**src/rtl/assert_macros.svh**
```systemverilog
// Assertion helpers for the RTL files; the top-level expander includes them.
// Define ASSERT_OFF to compile the checks out.
`ifndef ASSERT_MACROS_SVH
`define ASSERT_MACROS_SVH

`ifndef ASSERT_OFF

// Same-cycle implication, checked on every rising edge outside reset.
`define ASSERT_IMPLIES(name, clk, rst, ante, cons) \
  name: assert property (@(posedge clk) disable iff (rst) (ante) |-> (cons)) \
    else $error("assertion failed");

// Next-cycle implication, checked on every rising edge outside reset.
`define ASSERT_NEXT(name, clk, rst, ante, cons) \
  name: assert property (@(posedge clk) disable iff (rst) (ante) |=> (cons)) \
    else $error("assertion failed");

`else

`define ASSERT_IMPLIES(name, clk, rst, ante, cons)
`define ASSERT_NEXT(name, clk, rst, ante, cons)

`endif

`endif

```
**src/rtl/sre_pkg.sv**
```systemverilog
`timescale 1ns / 1ps

package sre_pkg;

  // Default sprite size in pixels.
  localparam int SPRITE_PIXELS_DEF = 1024;

  // Widths of the result fields.
  localparam int START_W = 10;
  localparam int LEN_W   = 11;

  // Depth of the queue between parser and output stage (a power of two).
  localparam int QUEUE_DEPTH = 4;

  // Alpha values of transparent and coloured runs.
  localparam logic [7:0] ALPHA_CLEAR  = 8'h00;
  localparam logic [7:0] ALPHA_OPAQUE = 8'hFF;

  // Configuration register indexes.
  typedef enum logic [1:0] {
    REG_KEY_RED   = 2'd0,
    REG_KEY_GREEN = 2'd1,
    REG_KEY_BLUE  = 2'd2
  } reg_index_t;

  // Transparent key colour.
  typedef struct packed {
    logic [7:0] red;
    logic [7:0] green;
    logic [7:0] blue;
  } key_t;

  // One run descriptor as it leaves the block.
  typedef struct packed {
    logic [START_W-1:0] run_start;
    logic [LEN_W-1:0]   run_length;
    logic [7:0]         pix_red;
    logic [7:0]         pix_green;
    logic [7:0]         pix_blue;
    logic [7:0]         pix_alpha;
    logic               overflowed;
    logic               sprite_done;
  } run_t;

  // Everything one byte produces: one run, and optionally a second.
  typedef struct packed {
    run_t first;
    logic has_second;
    run_t second;
  } entry_t;

  // Queue status seen by both sides.
  typedef struct packed {
    logic full;
    logic empty;
  } qstat_t;

endpackage

```
**src/rtl/sre_byte_if.sv**
```systemverilog
`timescale 1ns / 1ps

// Compressed byte stream channel.
interface sre_byte_if;
  logic       valid;
  logic       ready;
  logic [7:0] data_byte;
  logic       last_byte;

  modport source (output valid, output data_byte, output last_byte, input ready);
  modport sink (input valid, input data_byte, input last_byte, output ready);
endinterface

```
**src/rtl/sre_run_if.sv**
```systemverilog
`timescale 1ns / 1ps

// Run descriptor channel.
interface sre_run_if;
  logic        valid;
  logic        ready;
  logic [9:0]  run_start;
  logic [10:0] run_length;
  logic [7:0]  pix_red;
  logic [7:0]  pix_green;
  logic [7:0]  pix_blue;
  logic [7:0]  pix_alpha;
  logic        overflowed;
  logic        sprite_done;

  modport source (
    output valid, output run_start, output run_length, output pix_red,
    output pix_green, output pix_blue, output pix_alpha, output overflowed,
    output sprite_done, input ready
  );
  modport sink (
    input valid, input run_start, input run_length, input pix_red,
    input pix_green, input pix_blue, input pix_alpha, input overflowed,
    input sprite_done, output ready
  );
endinterface

```
**src/rtl/sre_cfg_if.sv**
```systemverilog
`timescale 1ns / 1ps

// Configuration write channel.
interface sre_cfg_if;
  logic       valid;
  logic       ready;
  logic [1:0] index;
  logic [7:0] data;

  modport source (output valid, output index, output data, input ready);
  modport sink (input valid, input index, input data, output ready);
endinterface

```
**src/rtl/sre_front.sv**
```systemverilog
`timescale 1ns / 1ps

// Record parser: walks the field phases of each record, tracks the pixel
// cursor and turns every byte into zero, one or two run descriptors.
module sre_front #(
  parameter int SPRITE_PIXELS = sre_pkg::SPRITE_PIXELS_DEF
) (
  input  logic            clk,
  input  logic            rst,
  sre_byte_if.sink        byte_in,
  input  sre_pkg::key_t   key,
  input  sre_pkg::qstat_t q_stat,
  output logic            q_push,
  output sre_pkg::entry_t q_entry
);
  import sre_pkg::*;

  localparam int CW = $clog2(SPRITE_PIXELS + 1);

  typedef enum logic [2:0] {
    PH_T_LO,
    PH_T_HI,
    PH_C_LO,
    PH_C_HI,
    PH_RED,
    PH_GREEN,
    PH_BLUE
  } phase_t;

  phase_t       phase, phase_next;
  logic [CW-1:0] cursor;
  logic [CW-1:0] room;
  logic [15:0]  colored_left, colored_next;
  logic [7:0]   low_hold;
  logic [7:0]   red_hold;
  logic [7:0]   green_hold;
  logic         ovf;

  logic          accept;
  logic [15:0]   count;
  logic          t_clip;
  logic          a_valid;
  logic [CW-1:0] a_len;
  logic          ovf_next;
  logic [CW-1:0] cursor_mid;
  logic [CW-1:0] room_mid;
  run_t          run_a;
  run_t          run_b;
  run_t          run_mark;

  // A byte is taken whenever the queue has space.
  assign byte_in.ready = ~q_stat.full;
  assign accept        = byte_in.valid & byte_in.ready;

  // Classify the byte against the current phase.
  assign count  = {byte_in.data_byte, low_hold};
  assign t_clip = count > 16'(room);

  always_comb begin
    phase_next   = phase;
    colored_next = colored_left;
    a_valid      = 1'b0;
    a_len        = '0;
    ovf_next     = ovf;
    run_a        = '0;
    unique case (phase)
      PH_T_LO:  phase_next = PH_T_HI;
      PH_T_HI: begin
        a_len      = t_clip ? room : CW'(count);
        a_valid    = a_len != '0;
        ovf_next   = ovf | t_clip;
        phase_next = PH_C_LO;
      end
      PH_C_LO:  phase_next = PH_C_HI;
      PH_C_HI: begin
        colored_next = count;
        phase_next   = (count != 16'd0) ? PH_RED : PH_T_LO;
      end
      PH_RED:   phase_next = PH_GREEN;
      PH_GREEN: phase_next = PH_BLUE;
      PH_BLUE: begin
        a_valid      = room != '0;
        a_len        = a_valid ? CW'(1) : '0;
        ovf_next     = ovf | ~a_valid;
        colored_next = colored_left - 16'd1;
        phase_next   = (colored_next != 16'd0) ? PH_RED : PH_T_LO;
      end
      default:  phase_next = PH_T_LO;
    endcase

    // Colour of the run this byte makes, if any.
    run_a.run_start   = START_W'(cursor);
    run_a.run_length  = LEN_W'(a_len);
    run_a.overflowed  = ovf_next;
    run_a.sprite_done = 1'b0;
    if (phase == PH_BLUE) begin
      run_a.pix_red   = red_hold;
      run_a.pix_green = green_hold;
      run_a.pix_blue  = byte_in.data_byte;
      run_a.pix_alpha = ALPHA_OPAQUE;
    end else begin
      run_a.pix_red   = key.red;
      run_a.pix_green = key.green;
      run_a.pix_blue  = key.blue;
      run_a.pix_alpha = ALPHA_CLEAR;
    end
  end

  assign cursor_mid = cursor + a_len;
  assign room_mid   = room - a_len;

  // Fill run to the end of the sprite, and the marker for a full sprite.
  always_comb begin
    run_b             = '0;
    run_b.run_start   = START_W'(cursor_mid);
    run_b.run_length  = LEN_W'(room_mid);
    run_b.pix_red     = key.red;
    run_b.pix_green   = key.green;
    run_b.pix_blue    = key.blue;
    run_b.pix_alpha   = ALPHA_CLEAR;
    run_b.overflowed  = ovf_next;
    run_b.sprite_done = 1'b1;
    run_mark            = run_b;
    run_mark.run_start  = '0;
    run_mark.run_length = '0;
  end

  // Pack the byte's results into one queue entry, first result in front.
  always_comb begin
    q_entry            = '0;
    q_entry.first      = run_a;
    q_entry.second     = run_b;
    q_entry.has_second = 1'b0;
    if (byte_in.last_byte) begin
      if (room_mid != '0) begin
        if (a_valid) begin
          q_entry.has_second = 1'b1;
        end else begin
          q_entry.first = run_b;
        end
      end else if (a_valid) begin
        q_entry.first.sprite_done = 1'b1;
      end else begin
        q_entry.first = run_mark;
      end
    end
  end

  assign q_push = accept & (a_valid | byte_in.last_byte);

  // Parser state; the last byte returns the sprite to its start.
  always_ff @(posedge clk) begin
    if (rst) begin
      phase        <= PH_T_LO;
      cursor       <= '0;
      room         <= CW'(SPRITE_PIXELS);
      colored_left <= '0;
      ovf          <= 1'b0;
    end else if (accept) begin
      if (phase == PH_T_LO || phase == PH_C_LO) begin
        low_hold <= byte_in.data_byte;
      end
      if (phase == PH_RED) begin
        red_hold <= byte_in.data_byte;
      end
      if (phase == PH_GREEN) begin
        green_hold <= byte_in.data_byte;
      end
      if (byte_in.last_byte) begin
        phase        <= PH_T_LO;
        cursor       <= '0;
        room         <= CW'(SPRITE_PIXELS);
        colored_left <= '0;
        ovf          <= 1'b0;
      end else begin
        phase        <= phase_next;
        cursor       <= cursor_mid;
        room         <= room_mid;
        colored_left <= colored_next;
        ovf          <= ovf_next;
      end
    end
  end

endmodule

```
**src/rtl/sre_queue.sv**
```systemverilog
`timescale 1ns / 1ps

// Small first-in first-out queue of result entries between parser and
// output stage.
module sre_queue (
  input  logic            clk,
  input  logic            rst,
  input  logic            push,
  input  sre_pkg::entry_t push_entry,
  input  logic            pop,
  output sre_pkg::entry_t head,
  output sre_pkg::qstat_t status
);
  import sre_pkg::*;

  localparam int PTR_W = $clog2(QUEUE_DEPTH);
  localparam int CNT_W = $clog2(QUEUE_DEPTH + 1);

  entry_t            slots [QUEUE_DEPTH];
  logic [PTR_W-1:0]  wr_ptr;
  logic [PTR_W-1:0]  rd_ptr;
  logic [CNT_W-1:0]  count;

  assign status.full  = count == CNT_W'(QUEUE_DEPTH);
  assign status.empty = count == '0;
  assign head         = slots[rd_ptr];

  // Storage write.
  always_ff @(posedge clk) begin
    if (push) begin
      slots[wr_ptr] <= push_entry;
    end
  end

  // Pointers wrap naturally since the depth is a power of two.
  always_ff @(posedge clk) begin
    if (rst) begin
      wr_ptr <= '0;
      rd_ptr <= '0;
      count  <= '0;
    end else begin
      if (push) begin
        wr_ptr <= wr_ptr + PTR_W'(1);
      end
      if (pop) begin
        rd_ptr <= rd_ptr + PTR_W'(1);
      end
      unique case ({push, pop})
        2'b10:   count <= count + CNT_W'(1);
        2'b01:   count <= count - CNT_W'(1);
        default: count <= count;
      endcase
    end
  end

endmodule

```
**src/rtl/sre_back.sv**
```systemverilog
`timescale 1ns / 1ps

// Output stage: takes queue entries and presents their runs one per
// transfer from an output register, holding a second run aside.
module sre_back (
  input  logic            clk,
  input  logic            rst,
  input  sre_pkg::entry_t head,
  input  sre_pkg::qstat_t q_stat,
  output logic            pop,
  sre_run_if.source       run_out
);
  import sre_pkg::*;

  logic out_valid;
  run_t out_data;
  logic pend_valid;
  run_t pend_data;
  logic load;

  // The output register may be refilled when empty or being taken.
  assign load = ~out_valid | run_out.ready;
  assign pop  = load & ~pend_valid & ~q_stat.empty;

  always_ff @(posedge clk) begin
    if (rst) begin
      out_valid  <= 1'b0;
      pend_valid <= 1'b0;
    end else if (load) begin
      if (pend_valid) begin
        out_data   <= pend_data;
        out_valid  <= 1'b1;
        pend_valid <= 1'b0;
      end else if (!q_stat.empty) begin
        out_data   <= head.first;
        out_valid  <= 1'b1;
        pend_data  <= head.second;
        pend_valid <= head.has_second;
      end else begin
        out_valid <= 1'b0;
      end
    end
  end

  // Drive the channel from the output register.
  assign run_out.valid       = out_valid;
  assign run_out.run_start   = out_data.run_start;
  assign run_out.run_length  = out_data.run_length;
  assign run_out.pix_red     = out_data.pix_red;
  assign run_out.pix_green   = out_data.pix_green;
  assign run_out.pix_blue    = out_data.pix_blue;
  assign run_out.pix_alpha   = out_data.pix_alpha;
  assign run_out.overflowed  = out_data.overflowed;
  assign run_out.sprite_done = out_data.sprite_done;

endmodule

```
**src/rtl/sprite_run_length_expander.sv**
```systemverilog
`timescale 1ns / 1ps
`include "assert_macros.svh"

// Sprite run-length expander. Compressed sprite bytes enter on byte_in, one
// per transfer, and the block issues run descriptors (start, length, colour,
// alpha) on run_out; transparent runs use the key colour written through cfg
// and alpha 0, coloured pixels come out as single-pixel runs with alpha 255.
// A byte is accepted in every cycle while the four-entry result queue has
// room; a run reaches run_out via a queue slot and the output register. Each
// byte makes at most one run, except the last byte of a sprite, which can
// make two and then occupies the output register for two transfers; the
// output register issues one run per cycle while run_out is ready. Write the
// key colour only while the block is idle.
module sprite_run_length_expander #(
  parameter int SPRITE_PIXELS = sre_pkg::SPRITE_PIXELS_DEF
) (
  input  logic       clk,
  input  logic       rst,
  sre_cfg_if.sink    cfg,
  sre_byte_if.sink   byte_in,
  sre_run_if.source  run_out
);
  import sre_pkg::*;

  key_t   key;
  logic   q_push;
  logic   q_pop;
  entry_t q_entry;
  entry_t q_head;
  qstat_t q_stat;

  // Key colour registers; writes are always taken.
  assign cfg.ready = 1'b1;

  always_ff @(posedge clk) begin
    if (rst) begin
      key <= '0;
    end else if (cfg.valid) begin
      unique case (cfg.index)
        REG_KEY_RED:   key.red   <= cfg.data;
        REG_KEY_GREEN: key.green <= cfg.data;
        REG_KEY_BLUE:  key.blue  <= cfg.data;
        default:       key       <= key;
      endcase
    end
  end

  // Record parser.
  sre_front #(
    .SPRITE_PIXELS(SPRITE_PIXELS)
  ) u_front (
    .clk     (clk),
    .rst     (rst),
    .byte_in (byte_in),
    .key     (key),
    .q_stat  (q_stat),
    .q_push  (q_push),
    .q_entry (q_entry)
  );

  // Result queue.
  sre_queue u_queue (
    .clk        (clk),
    .rst        (rst),
    .push       (q_push),
    .push_entry (q_entry),
    .pop        (q_pop),
    .head       (q_head),
    .status     (q_stat)
  );

  // Output stage.
  sre_back u_back (
    .clk     (clk),
    .rst     (rst),
    .head    (q_head),
    .q_stat  (q_stat),
    .pop     (q_pop),
    .run_out (run_out)
  );

  // Queue never overrun or underrun.
  `ASSERT_IMPLIES(a_no_push_full, clk, rst, q_push, !q_stat.full)
  `ASSERT_IMPLIES(a_no_pop_empty, clk, rst, q_pop, !q_stat.empty)
  // The last byte of a sprite always yields a result.
  `ASSERT_IMPLIES(a_last_pushes, clk, rst,
                  byte_in.valid && byte_in.ready && byte_in.last_byte, q_push)
  // Only the end-of-sprite marker carries an empty run.
  `ASSERT_IMPLIES(a_empty_run_done, clk, rst,
                  run_out.valid && run_out.run_length == '0, run_out.sprite_done)

endmodule
```
**src/flat_wrapper.sv**
```systemverilog
// flat-port wrapper written by rule: the top's interface ports become plain ports
module sprite_run_length_expander_flat import sre_pkg::*;
#(
  parameter int SPRITE_PIXELS = sre_pkg::SPRITE_PIXELS_DEF
)
  (clk, rst, cfg_valid, cfg_index, cfg_data, cfg_ready, byte_in_valid, byte_in_data_byte, byte_in_last_byte, byte_in_ready, run_out_valid, run_out_run_start, run_out_run_length, run_out_pix_red, run_out_pix_green, run_out_pix_blue, run_out_pix_alpha, run_out_overflowed, run_out_sprite_done, run_out_ready);
  sre_cfg_if cfg_i ();
  sre_byte_if byte_in_i ();
  sre_run_if run_out_i ();
  input  logic clk;
  input  logic rst;
  input wire logic [$bits(cfg_i.valid)-1:0] cfg_valid;
  input wire logic [$bits(cfg_i.index)-1:0] cfg_index;
  input wire logic [$bits(cfg_i.data)-1:0] cfg_data;
  output wire logic [$bits(cfg_i.ready)-1:0] cfg_ready;
  input wire logic [$bits(byte_in_i.valid)-1:0] byte_in_valid;
  input wire logic [$bits(byte_in_i.data_byte)-1:0] byte_in_data_byte;
  input wire logic [$bits(byte_in_i.last_byte)-1:0] byte_in_last_byte;
  output wire logic [$bits(byte_in_i.ready)-1:0] byte_in_ready;
  output wire logic [$bits(run_out_i.valid)-1:0] run_out_valid;
  output wire logic [$bits(run_out_i.run_start)-1:0] run_out_run_start;
  output wire logic [$bits(run_out_i.run_length)-1:0] run_out_run_length;
  output wire logic [$bits(run_out_i.pix_red)-1:0] run_out_pix_red;
  output wire logic [$bits(run_out_i.pix_green)-1:0] run_out_pix_green;
  output wire logic [$bits(run_out_i.pix_blue)-1:0] run_out_pix_blue;
  output wire logic [$bits(run_out_i.pix_alpha)-1:0] run_out_pix_alpha;
  output wire logic [$bits(run_out_i.overflowed)-1:0] run_out_overflowed;
  output wire logic [$bits(run_out_i.sprite_done)-1:0] run_out_sprite_done;
  input wire logic [$bits(run_out_i.ready)-1:0] run_out_ready;
  assign cfg_i.valid = cfg_valid;
  assign cfg_i.index = cfg_index;
  assign cfg_i.data = cfg_data;
  assign cfg_ready = cfg_i.ready;
  assign byte_in_i.valid = byte_in_valid;
  assign byte_in_i.data_byte = byte_in_data_byte;
  assign byte_in_i.last_byte = byte_in_last_byte;
  assign byte_in_ready = byte_in_i.ready;
  assign run_out_valid = run_out_i.valid;
  assign run_out_run_start = run_out_i.run_start;
  assign run_out_run_length = run_out_i.run_length;
  assign run_out_pix_red = run_out_i.pix_red;
  assign run_out_pix_green = run_out_i.pix_green;
  assign run_out_pix_blue = run_out_i.pix_blue;
  assign run_out_pix_alpha = run_out_i.pix_alpha;
  assign run_out_overflowed = run_out_i.overflowed;
  assign run_out_sprite_done = run_out_i.sprite_done;
  assign run_out_i.ready = run_out_ready;
  sprite_run_length_expander #(.SPRITE_PIXELS(SPRITE_PIXELS)) u_core (.clk(clk), .rst(rst), .cfg(cfg_i), .byte_in(byte_in_i), .run_out(run_out_i));
endmodule
```
**config.mk**
```make
export PLATFORM = sky130hd
export DESIGN_NAME = sprite_run_length_expander_flat
export DESIGN_NICKNAME = d
export VERILOG_FILES = /design/src/rtl/sre_pkg.sv /design/src/rtl/sre_byte_if.sv /design/src/rtl/sre_run_if.sv /design/src/rtl/sre_cfg_if.sv /design/src/rtl/sre_front.sv /design/src/rtl/sre_queue.sv /design/src/rtl/sre_back.sv /design/src/rtl/sprite_run_length_expander.sv /design/src/flat_wrapper.sv
export VERILOG_INCLUDE_DIRS = /design/src /design/src/rtl
export SDC_FILE = /design/constraint.sdc
export NUM_CORES = 1
export LEC_CHECK = 0
export ABC_AREA = 0
export BUFFER_PORTS_ARGS = -buffer_cell sky130_fd_sc_hd__buf_2
export CORE_ASPECT_RATIO = 0.6
export CORE_MARGIN = 4
export CORE_UTILIZATION = 50
export CTS_BUF_LIST = sky130_fd_sc_hd__clkbuf_8
export DETAILED_ROUTE_END_ITERATION = 10
export GPL_ROUTABILITY_DRIVEN = 0
export PLACE_DENSITY = 0.67
export SLEW_MARGIN = 5
export SYNTH_ARGS = -nofsm -noshare
export SYNTH_HDL_FRONTEND = slang
export SYNTH_SLANG_ARGS = --single-unit
```
**constraint.sdc**
```tcl
create_clock -name clk -period 9.4 [get_ports clk]
set_input_delay 1.88 -clock clk [delete_from_list [all_inputs] [get_ports clk]]
set_output_delay 1.88 -clock clk [all_outputs]
set_load 0.01 [all_outputs]
```
==> metrics <==
number of I/O port buffers=80; final core utilization=0.570; Max Clock Skew=roughly 0.032 ns; warnings from Yosys=0; GRT Residual Overflow=0; # Max-Cap Violations=0; # H-tree levels=3; CTS tree=yes; peak supply drop=~0.14 mV; hpwl dp=30700 um; clk_lat worst skew=between 0.6 and 0.7 ns; fillers=around 3500; fraction of registers with async set/reset=0; Hold WC Path Type=reg -> reg; Worst Tran Pin Value=1.05 ns; Core Area=between 40000 and 50000 um^2; Vias/cell=5.75; Reg2Reg Setup Slack=around 3.6 ns; post-CTS sizing=0; fmax=~0.15 GHz; Max Slew Vio Count=0; Post-synth EDFFs=494; # diodes=0; Iteration-0 DRC Markers=1251; Seq cells post-synth=570; # hold bufs at CTS=0; endpoint type of the worst setup path=register; DRC Markers=0; DR WL/cell=23.0 um; Critical Path Start Type=primary input; Pre-antenna DRT Iters=5; fin crit share=0.702; Post-Syn Area per Cell=around 17 um^2; Total GRT Usage=0.203; Initial Util=0.511; post-CTS setup buffer count=0; top_reg_cell synth=edfxtp_1; Final Setup Violations=0; crit-path max FO=8; setup TNS=0 ns; Reg clk slew, reported paths=around 0.070 ns; Total Power=~6 mW; post-synthesis sequential area ratio=0.708; Tmin final=between 6 and 7 ns; post-layout net count=about 1500; Syn Nets=between 1000 and 1500; unrepaired setup endpoints after global routing=false; CP Capture Point=u_core.u_queue.slots[2][100]; Final Instance Area=between 20000 and 30000 um^2; largest net degree at the start of global routing=63; r2r startpoint=u_core.u_front.room[9]; Crit Path Class=in -> reg; first-pass GRT wire length=about 77000 um; most frequent cells in the layout=494 x edfxtp_1, 95 x nor2_1, 94 x mux4_2, 92 x clkbuf_8, 80 x buf_2; Leak=roughly 9 nW; Post-Syn Instances=1368; Die Y=between 150 and 200 um; Post-Place Worst Slack=roughly 2.2 ns; Worst EP required=around 10 ns; Power Density=~240 nW/um^2; CTS max path bufs=3; initial antenna violation count=0; total clock sinks=between 500 and 600; dpl cells=roughly 2000; final hold slack=roughly 0.50 ns; vias=roughly 12000; Syn-to-layout area delta=11.5%; CTS Buf Count=82; status=completed; Post-Route WL=between 40000 and 50000 um; post-route setup slack=about 2.8 ns; relative slew slack=0.300; full die area=49800 um^2; commonest non-fill, non-tap cell in the layout=edfxtp_1; Post-Layout Cell Count=2171; standard-cell rows=60; Mapped Area=~23000 um^2; Hold Fails Final Rpt=0; Clock Root Buffer=clkbuf_8; CP startpoint=byte_in_data_byte[6]; vias in the first global route=12575; Worst Reg-to-Reg Cells=19; IO Pins=82; worst r2r dst=u_core.u_queue.slots[2][100]; Distinct cells, synth=66; Arrival @ worst endpoint=between 6 and 7 ns; layout cells sized above 1=0.258; Die Width=between 200 and 300 um; placement-stage cell area=24200 um^2; DRT antenna net count=0
final cells by class:
class	count	area (um^2)	share of cell area
clock inverters	61	298	0.0116
well taps	620	776	0.0301
repair buffers	101	558	0.0217
flip-flops and latches	570	16400	0.636
inverters	41	154	0.00598
multi-input cells	686	6330	0.246
clock buffers	92	1270	0.0492
worst min-delay path by stage:
stage / cells past startpoint / slack, ns / to / start
after detailed placement: 2 / 0.49 / u_core.u_front.colored_left[9] / u_core.u_front.colored_left[9]
final: 2 / 0.50 / u_core.u_front.colored_left[9] / u_core.u_front.colored_left[9]
after floorplan: 2 / 0.46 / u_core.u_front.colored_left[9] / u_core.u_front.colored_left[9]
after global routing: 2 / 0.54 / u_core.u_front.colored_left[10] / u_core.u_front.colored_left[10]
after global placement: 2 / 0.47 / u_core.u_front.colored_left[9] / u_core.u_front.colored_left[9]
after CTS: 2 / 0.50 / u_core.u_front.colored_left[9] / u_core.u_front.colored_left[9]
flip-flops by register name, summed over array words and instances (netlist names), 10 cells and up, named ones only:
register / count
u_core.u_front.colored_left: 16
u_core.key: 24
u_core.u_front.room: 11
u_core.u_back.run_out.run_length: 11
u_core.u_queue.slots: 376
u_core.u_back.run_out.run_start: 10
u_core.u_front.cursor: 10
u_core.u_back.pend_data: 46
cell usage after synthesis (4+ instances only):
library cell,count,area (um^2)
and3_1,7,43.8
mux2_2,70,788
ha_1,37,463
buf_4,11,82.6
and2_1,9,56.3
nor2b_1,11,68.8
nand3_1,6,30.0
edfxtp_1,494,14800
nor4_1,14,87.6
mux2i_1,27,270
o21ai_0,33,165
o21a_1,5,37.5
a21oi_1,46,230
nand2b_1,9,56.3
mux4_2,94,2120
or3_1,5,31.3
o211ai_1,4,30.0
a22oi_1,24,180
nor3_1,17,85.1
clkbuf_1,47,176
nor2_1,95,357
buf_1,11,41.3
nand2_1,69,259
xnor2_1,17,149
or4_1,5,37.5
o31ai_1,4,30.0
a21o_1,4,30.0
inv_1,41,154
xor2_1,10,87.6
a22o_1,11,96.3
dfxtp_1,76,1520
critical path: stages:
cell       delay [ns]
buf_2            0.15
or4_4            0.58
a2111oi_4        0.38
o211ai_1         0.18
o21ai_1          0.22
a21oi_1          0.11
o21ai_0          0.36
ha_1             0.25
inv_1            0.07
fa_1             0.46
a211oi_2         0.23
o21ai_1          0.12
a21oi_2          0.20
xnor2_1          0.20
or4_1            0.54
or4_1            0.39
or3_1            0.37
a31o_1           0.28
report_power, final:
part           switching (mW)  internal, mW
combinational           0.566         0.490
clock                   0.927         0.931
sequential              0.125          3.11
total                    1.62          4.53
kinds of logic (layout without fill, tap and decap cells):
| kind of cell | count (synthesis) | count (layout) | share of synthesized area |
|---|---|---|---|
| other | 1 | 1 | 0.000162 |
| buffers and inverters | 112 | 295 | 0.0201 |
| AO/OA/AOI/OAI | 158 | 158 | 0.0449 |
| AND/OR/NAND/NOR | 266 | 266 | 0.0545 |
| adder cells (fa/ha/maj) | 40 | 40 | 0.0226 |
| XOR/XNOR | 28 | 28 | 0.0109 |
| flip-flops | 570 | 570 | 0.708 |
| multiplexers | 193 | 193 | 0.139 |
per-layer routing:
| layer | GRT usage | wire (um) | vias up |
|---|---|---|---|
| met1 | 0.324 | 23700 | 6398 |
| li1 | - | - | 5548 |
| met5 | 0 | 0 | - |
| met2 | 0.287 | 21600 | 468 |
| met4 | 0.0472 | 721 | 0 |
| met3 | 0.0406 | 3870 | 63 |
Note: power is estimated with default switching activity, not from simulation.
